## src/rtl/core/scr_ram.sv

```systemverilog
// Generic single-port-write, registered-read synchronous RAM.
`default_nettype none
module scr_ram #(
    parameter int WIDTH = 8,
    parameter int DEPTH = 16
) (
    input  wire logic                     aclk,
    input  wire logic                     we,
    input  wire logic [$clog2(DEPTH)-1:0] waddr,
    input  wire logic [WIDTH-1:0]         wdata,
    input  wire logic [$clog2(DEPTH)-1:0] raddr,
    output logic      [WIDTH-1:0]         rdata
);
    logic [WIDTH-1:0] mem [DEPTH];
    always_ff @(posedge aclk) begin
        if (we) begin
            mem[waddr] <= wdata;
        end
        rdata <= mem[raddr];
    end
endmodule
`default_nettype wire
```

## config.mk

```make
export PLATFORM = sky130hd
export DESIGN_NAME = scr_ram
export DESIGN_NICKNAME = d
export VERILOG_FILES = /design/src/rtl/core/scr_ram.sv
export SDC_FILE = /design/constraint.sdc
export NUM_CORES = 1
export LEC_CHECK = 0
export BUFFER_PORTS_ARGS = -buffer_cell sky130_fd_sc_hd__buf_2
export CELL_PAD_IN_SITES_DETAIL_PLACEMENT = 1
export CELL_PAD_IN_SITES_GLOBAL_PLACEMENT = 1
export CORE_MARGIN = 2
export CORE_UTILIZATION = 40
export CTS_CLUSTER_DIAMETER = 100
export DETAILED_ROUTE_END_ITERATION = 6
export PLACE_DENSITY_LB_ADDON = 0.08
export REMOVE_ABC_BUFFERS = 1
export SLEW_MARGIN = 20
export SYNTH_ARGS = -nofsm -noshare
export SYNTH_HDL_FRONTEND = slang
export SYNTH_SLANG_ARGS = --single-unit
```

## constraint.sdc

```tcl
create_clock -name aclk -period 3.5 [get_ports aclk]
set_clock_uncertainty 0.1 [all_clocks]
set_input_delay 0.175 -clock aclk [delete_from_list [all_inputs] [get_ports aclk]]
set_output_delay 0.175 -clock aclk [all_outputs]
set_load 0.03 [all_outputs]
```

======== After elaboration in Yosys (flattened, before gate mapping) ========
Memory sizes are Yosys's and may differ from the RTL's. A register that Yosys moved wholly into a read port is not among the register bits.
Cells that the tools add are included.
W data, S select, Z words.
word-level totals
  register bits ........................... 0
  latch bits .............................. 0
  bits in writable memories ............... 128
  memory bits (read-only) ................. 0
  bits of input ports ..................... 18
  output and inout bits ................... 8
  word-level logic and storage cells ...... 3
  memories ................................ 1
operators by class
  add/sub/neg operators ................... 0
  multiply operators ...................... 0
  divide/modulo/power cells ............... 0
  order comparisons ....................... 0
  equal/unequal tests ..................... 0
  shifts and indexed selects .............. 0
  mux-type cells .......................... 2
  bitwise logic cells ..................... 0
  reductions and logical operators ........ 0
memory list
  memory  depth  width  read ports  clocked after memory_dff  write ports  RTL line  text
  mem     16     8      1           1                         1            14        logic [WIDTH-1:0] mem [DEPTH];
operators with widths
  cell     number
  $mux W1  2

======== Logic depth before layout (Yosys ltp) ========
Gate-level depths: netlist of run 1.
  depth in word-level cells ............... 2
  depth in mapped cells ................... 5
  mapped depth without buffers ............ 3

======== Worst setup path after synthesis of run 1 ========
OpenSTA, ideal clock, no wires.
  path type ............................... input to register
  from .................................... in waddr[2]
  to ...................................... mem mem[0][0], enable pin
  library setup time ...................... 0.383 ns
  data arrival time ....................... 1.285 ns
  data required time ...................... 3.017 ns
  path slack .............................. 1.732 ns
  stages on the path ...................... 2
  buffers on the path ..................... 0
  path through ............................ or3b_2 -> nor3_1
RTL lines
  item             RTL line  text
  start, declared  9         input wire logic [$clog2(DEPTH)-1:0] waddr,
  end, declared    14
Straight into the memory's write port.

==> results of run 1 <==
==> flip-flops by register name, indices dropped and copies added, names as in the netlist <==
name and flops:
mem 128, rdata 8
==> final cells by class <==
cell class	count	share of cell area
Tap cell	172	0.0358
Timing Repair Buffer	30	0.0291
Clock inverter	14	0.0229
Multi-Input combinational cell	83	0.176
Clock buffer	18	0.0713
Sequential cell	136	0.665
==> Yosys cell counts <==
master and instances:
dfxtp_1 8, nand3b_1 2, nor2b_1 1, mux4_1 14
buf_6 3, nand2b_1 2, buf_2 3, nand3_1 1
clkdlybuf4s25_2 3, or3b_2 1, a22oi_1 16, mux4_2 18
nor3_1 4, and2_1 1, buf_4 1, edfxtp_1 128
and2b_1 1, nand2_1 9, nor2_1 13
==> layer usage <==
metal	part of all wire	wire length, um	track usage	vias up
li1	-	-	-	1055
met1	0.47	4820	0.225	1208
met2	0.47	4780	0.235	66
met3	0.048	486	0.0516	10
met4	0.011	112	0.0730	0
met5	0	0	0	-
==> where the power goes <==
part	leakage, nW	internal [mW]	total (mW)	switching, mW
clock network	0.282	1.10	1.72	0.627
logic	0.501	0.0681	0.183	0.115
registers	1.22	1.82	1.83	0.00785
==> through the flow <==
step	hold WS, ps	utilization	total power [mW]	cells
2_1_floorplan	174	-	1.96	219
3_3_place_gp	471	0.434	2.05	421
3_5_place_dp	481	0.434	2.05	421
4_1_cts	35.7	0.479	3.77	453
5_1_grt	50.7	0.479	3.86	453
6_report	41.4	0.479	3.73	453
==> how the worst min path moves through the flow <==
stage | from | endpoint | cells past startpoint | slack, ps
2_1_floorplan | wdata[0] | mem[0][0] | 0 | 170
3_3_place_gp | wdata[2] | mem[4][2] | 1 | 470
3_5_place_dp | wdata[3] | mem[4][3] | 1 | 480
4_1_cts | wdata[3] | mem[14][3] | 1 | 40
5_1_grt | wdata[3] | mem[4][3] | 1 | 50
6_report | wdata[2] | mem[4][2] | 1 | 40
==> cell usage in the layout, fill, tap and decap left out, types with 5 or more instances in the layout <==
cell type	Yosys	layout
edfxtp_1	128	128
buf_2	3	25
mux4_2	18	18
clkbuf_16	0	17
a22oi_1	16	16
mux4_1	14	14
nor2_1	13	13
nand2_1	9	9
dfxtp_1	8	8
clkinv_1	0	6
clkinv_2	0	5
==> worst register-to-register path, stage by stage (launching register included) <==
cell,delay (ps)
edfxtp_1,370
mux4_1,490
a22oi_1,320
nand2_1,90
==> cells by family after synthesis <==
group,Yosys count,share of synthesized area
DFF,136,0.778
buffers and inverters,10,0.0168
AOI/OAI and AO/OA,16,0.0233
muxes,32,0.150
and+or+nand+nor,35,0.0318
==> out/qor.yml, run 1 <==
global_route:
  grt.total_usage: 0.162
  grt_pass1_wl_mm: 15.9
  antenna_found_initial: 0
  gr-total-overflow: 0
  grt_pass1_vias: 2608
  grt_start_max_net_pins: 33
synth:
  synth_area_mm2: 0.00515
  synth_seq_cells: 136
  yosysTopAreaCell: "edfxtp_1"
  synth_top_area_share: 0.747
  synthCells: 229
  ys_seq_area_frac: 0.778
  yosys_warnings: 0
  synth_area_per_cell_um2: 22.5
  yosysUniqueCellTypes: 19
  synth_area_leaders: "edfxtp_1 75%, mux4_2 7.9%, mux4_1 7.1%"
worst_setup_path:
  cp_num_cells: 5
  path_class: "input pin to flip-flop"
  reg2regPathDepth: 3
  cp_cell_sequence: "buf_2 > buf_12 > mux4_1 > a22oi_1 > nand2_1"
  crit_family: "buffers and inverters"
  cp-startpoint: "raddr[0]"
  reg2reg_from: "mem[0][5]"
  crit_required_ps: 3700
  r2r_slack_ps: 2010
  slowest_delay_ps: 560
  cp_num_buf_inv: 2
  timing.rr.end: "rdata[5]"
  crit_end: "rdata[5]"
  startpoint_type: "input pin"
  critical_path_arrival_ps: 1900
  crit_fanout: 17
  worst_path_max_delay_cell: "mux4_1"
  critPathCaptureType: "flip-flop"
cts:
  clock_latency_ps: 420
  root_buffer: "clkbuf_16"
  cts_buffers: 17
  cts_tree: "built"
  postCtsResizedCells: 0
  cts_buffer_depth: 2
  cts_setup_buffers: 0
  hold_buffers: 0
  cts.sinks: 136
  h-tree-depth: 4
  path_clk_slew_ps: 50
final_layout:
  nets: 286
  ff_latch_area_mm2: 0.00400
  multi_input_area_mm2: 0.00106
  post-route-cell-area_mm2: 0.00602
  fillers: 1150
  area_growth_syn_to_layout_pct: 16.9
  n_antenna_cell: 0
  drive_above_1_share: 0.263
drt:
  drtPass1Iterations: 4
  drt-initial-drc-count: 156
  drt_wl_total_mm: 10.2
  antenna_left: 0
  via_count: 2339
  vias_per_cell: 5.16
  drc_errors: 0
  wl_per_cell_um: 22.5
status:
  outcome: "complete, no violations"
place:
  routabilityCongestion: 0.697
  place_area_mm2: 0.00545
  portBuffers: 25
  dp_slack_ps: 1330
  post-dp-hpwl_mm: 6.39
timing:
  fmax_mhz: 587
  worst_slack_ps: 1800
  fin_setup_tns_ps: 0
  worst_slew_pin_slew_ps: 951
  rsz0062_at_grt: "false"
  slew_violations: 0
  fin_crit_ps: 1700
  fin_crit_sh: 0.487
  setup_viol: 0
  finalHoldViolations: 0
  slew-limit-headroom: 0.364
floorplan:
  die_area_mm2: 0.0138
  io_pins: 26
  die_h_um: 117
  initial_core_util: 0.410
  core_mm2: 0.0126
  placementRows: 41
  die_w_um: 117
power_and_ir_drop:
  cellLeakagePower_nw: 2.01
  ir_drop_mv: 0.305
  power_density_mw_per_mm2: 620
hold_path:
  min_path_type: "input pin to flip-flop"
run:
  drv_cap: 0
No activity file was read; power rests on OpenSTA's default activity.
==> run 2, diff against run 1 <==
==> constraint.sdc (replaced) <==
create_clock -name aclk -period 1.7 [get_ports aclk]
set_clock_uncertainty 0.1 [all_clocks]
set_input_delay 0.085 -clock aclk [delete_from_list [all_inputs] [get_ports aclk]]
set_output_delay 0.085 -clock aclk [all_outputs]
set_load 0.03 [all_outputs]
==> run 2 against run 1 <==
Effect of this change:
- die area is the same
- critical path depth shrank 2
- total power grew 98%
- first-iteration DRC count grew 48%
- largest cell class unchanged
- non-clock buffer count grew 26
- worst setup slack lost 1600 ps
==> out/qor.yml, run 2 (synthesis gave the netlist of run 1 again) <==
status:
  outcome: "complete, no violations"
timing:
  worst_slew_pin_slew_ps: 930  # -20.4 ps
  finalHoldViolations: 0  # unchanged
  fin_crit_sh: 0.889
  setup_viol: 0  # unchanged
  fin_crit_ps: 1510
  slew_violations: 0  # unchanged
  slew-limit-headroom: 0.378  # +0.0137
  fin_setup_tns_ps: 0  # unchanged
  rsz0062_at_grt: "false"
  fmax_mhz: 662
final_layout:
  max_flop_register: "mem"
  nets: 312  # +9.1%
  post-route-cell-area_mm2: 0.00619  # +2.8%
  final_cell_mix: "128 x edfxtp_1, 25 x buf_2, 21 x buf_4"
  largest_reg_flops: 128  # unchanged
  stdcell_count: 478  # +5.5%
  drive_above_1_share: 0.288  # +0.0242
  final_common_cell: "edfxtp_1"
  fillers: 1146  # -0.35%
  largestRegisters: "mem x128, rdata x8"
  area_growth_syn_to_layout_pct: 20.2
  n_antenna_cell: 0  # unchanged
worst_setup_path:
  critPathCaptureType: "flip-flop"
  startpoint_type: "flip-flop"
  reg2reg_from: "mem[5][0]"
  timing.rr.end: "rdata[0]"
  crit_required_ps: 1900  # -1800 ps
  path_class: "flip-flop to flip-flop"
  reg2regPathDepth: 3  # unchanged
  cp-startpoint: "mem[5][0]"
  crit_fanout: 1  # -16
  critical_path_arrival_ps: 1710  # -190 ps
  r2r_slack_ps: 190  # -1820 ps
floorplan:
  die_w_um: 117  # unchanged
  die_h_um: 117  # unchanged
  initial_core_util: 0.410  # unchanged
  die_area_mm2: 0.0138  # unchanged
  core_mm2: 0.0126  # unchanged
  placementRows: 41  # unchanged
  io_pins: 26  # unchanged
global_route:
  grt.total_usage: 0.174  # +0.0119
  grt_start_max_net_pins: 33  # unchanged
  gr-total-overflow: 0  # unchanged
  grt_pass1_vias: 2571  # -1.4%
  grt_use_met3: 0.0511  # -0.000486
  grt_use_met2: 0.252  # +0.0172
  grtUsageMet1: 0.251  # +0.0260
  grt_pass1_wl_mm: 16.8  # +5.7%
  antenna_found_initial: 0  # unchanged
  grt.busiest_layer: "met2"
hold_path:
  min-delay-start: "waddr[0]"
  min_path_type: "input pin to flip-flop"
  hold_end: "mem[4][6]"
  worstHoldPathCells: 3  # +2
run:
  drv_cap: 0  # unchanged
place:
  portBuffers: 25  # unchanged
  post-dp-hpwl_mm: 6.87  # +7.4%
  place_area_mm2: 0.00560  # +2.7%
  numPlacedInstances: 439  # +4.3%
  routabilityCongestion: 0.708  # +1.6%
cts:
  cts_buffers: 17  # unchanged
  path_clk_slew_ps: 60  # about the same
  cts_buffer_depth: 2  # unchanged
  clock_latency_ps: 420  # about the same
  cts.sinks: 136  # unchanged
  hold_buffers: 8  # +8
  h-tree-depth: 4  # unchanged
  root_buffer: "clkbuf_16"
  cts_setup_buffers: 0  # unchanged
  postCtsResizedCells: 0  # unchanged
  cts_tree: "built"
drt:
  drtPass1Iterations: 4  # unchanged
  vias_per_cell: 5.32  # +3.1%
  drt_wl_total_mm: 11.1  # +9.0%
  antenna_left: 0  # unchanged
  wl_per_cell_um: 23.3  # +3.3%
  drc_errors: 0  # unchanged
  via_count: 2544  # +8.8%
  drt-initial-drc-count: 231  # +48%
power_and_ir_drop:
  cellLeakagePower_nw: 2.11  # +5.0%
  power_density_mw_per_mm2: 1200  # +93%
  ir_drop_mv: 0.857  # +180%
-- run 2: final cells by class --
class	count	area, um^2	area share
multi-input combinational	83	1060	0.171
timing repair buffer	56	403	0.0651
tap	172	215	0.0348
clock buffer	24	452	0.0730
sequential	136	4000	0.647
clock inverter	7	56.3	0.00910
-- run 2: worst max-delay path, cell delays in order (launching register included) --
cell	delay (ps)
edfxtp_1	360
mux4_1	550
a22oi_1	300
nand2_1	90
-- run 2: worst max-delay path by stage --
stage | end | slack (ps) | cells after the start
floorplan | mem[0][0] | 20 | 2
global placement | rdata[0] | 40 | 5
detailed placement | rdata[0] | 40 | 5
CTS | rdata[0] | 210 | 3
global route | rdata[0] | 120 | 3
finish | rdata[0] | 190 | 3
-- run 2: power breakdown --
group	internal, mW	switching (mW)	leakage [nW]
registers	3.75	0.0193	1.22
clock network	1.97	1.24	0.248
logic	0.165	0.245	0.635
-- run 2: per-stage QoR --
stage                     total power, mW  hold WS [ps]  utilization  setup slack (ps)
after floorplan                      4.03          83.9            -              22.1
after global placement               4.23           381        0.445              41.8
after detailed placement             4.24           388        0.445              44.7
after CTS                            7.47           138        0.492               212
after global routing                 7.63           168        0.492               122
final                                7.40           154        0.492               189
-- run 2: layer usage --
metal	up-vias	part of all wire
met5	-	0
met4	0	0.013
met3	12	0.042
met2	65	0.46
met1	1367	0.48
li1	1100	-
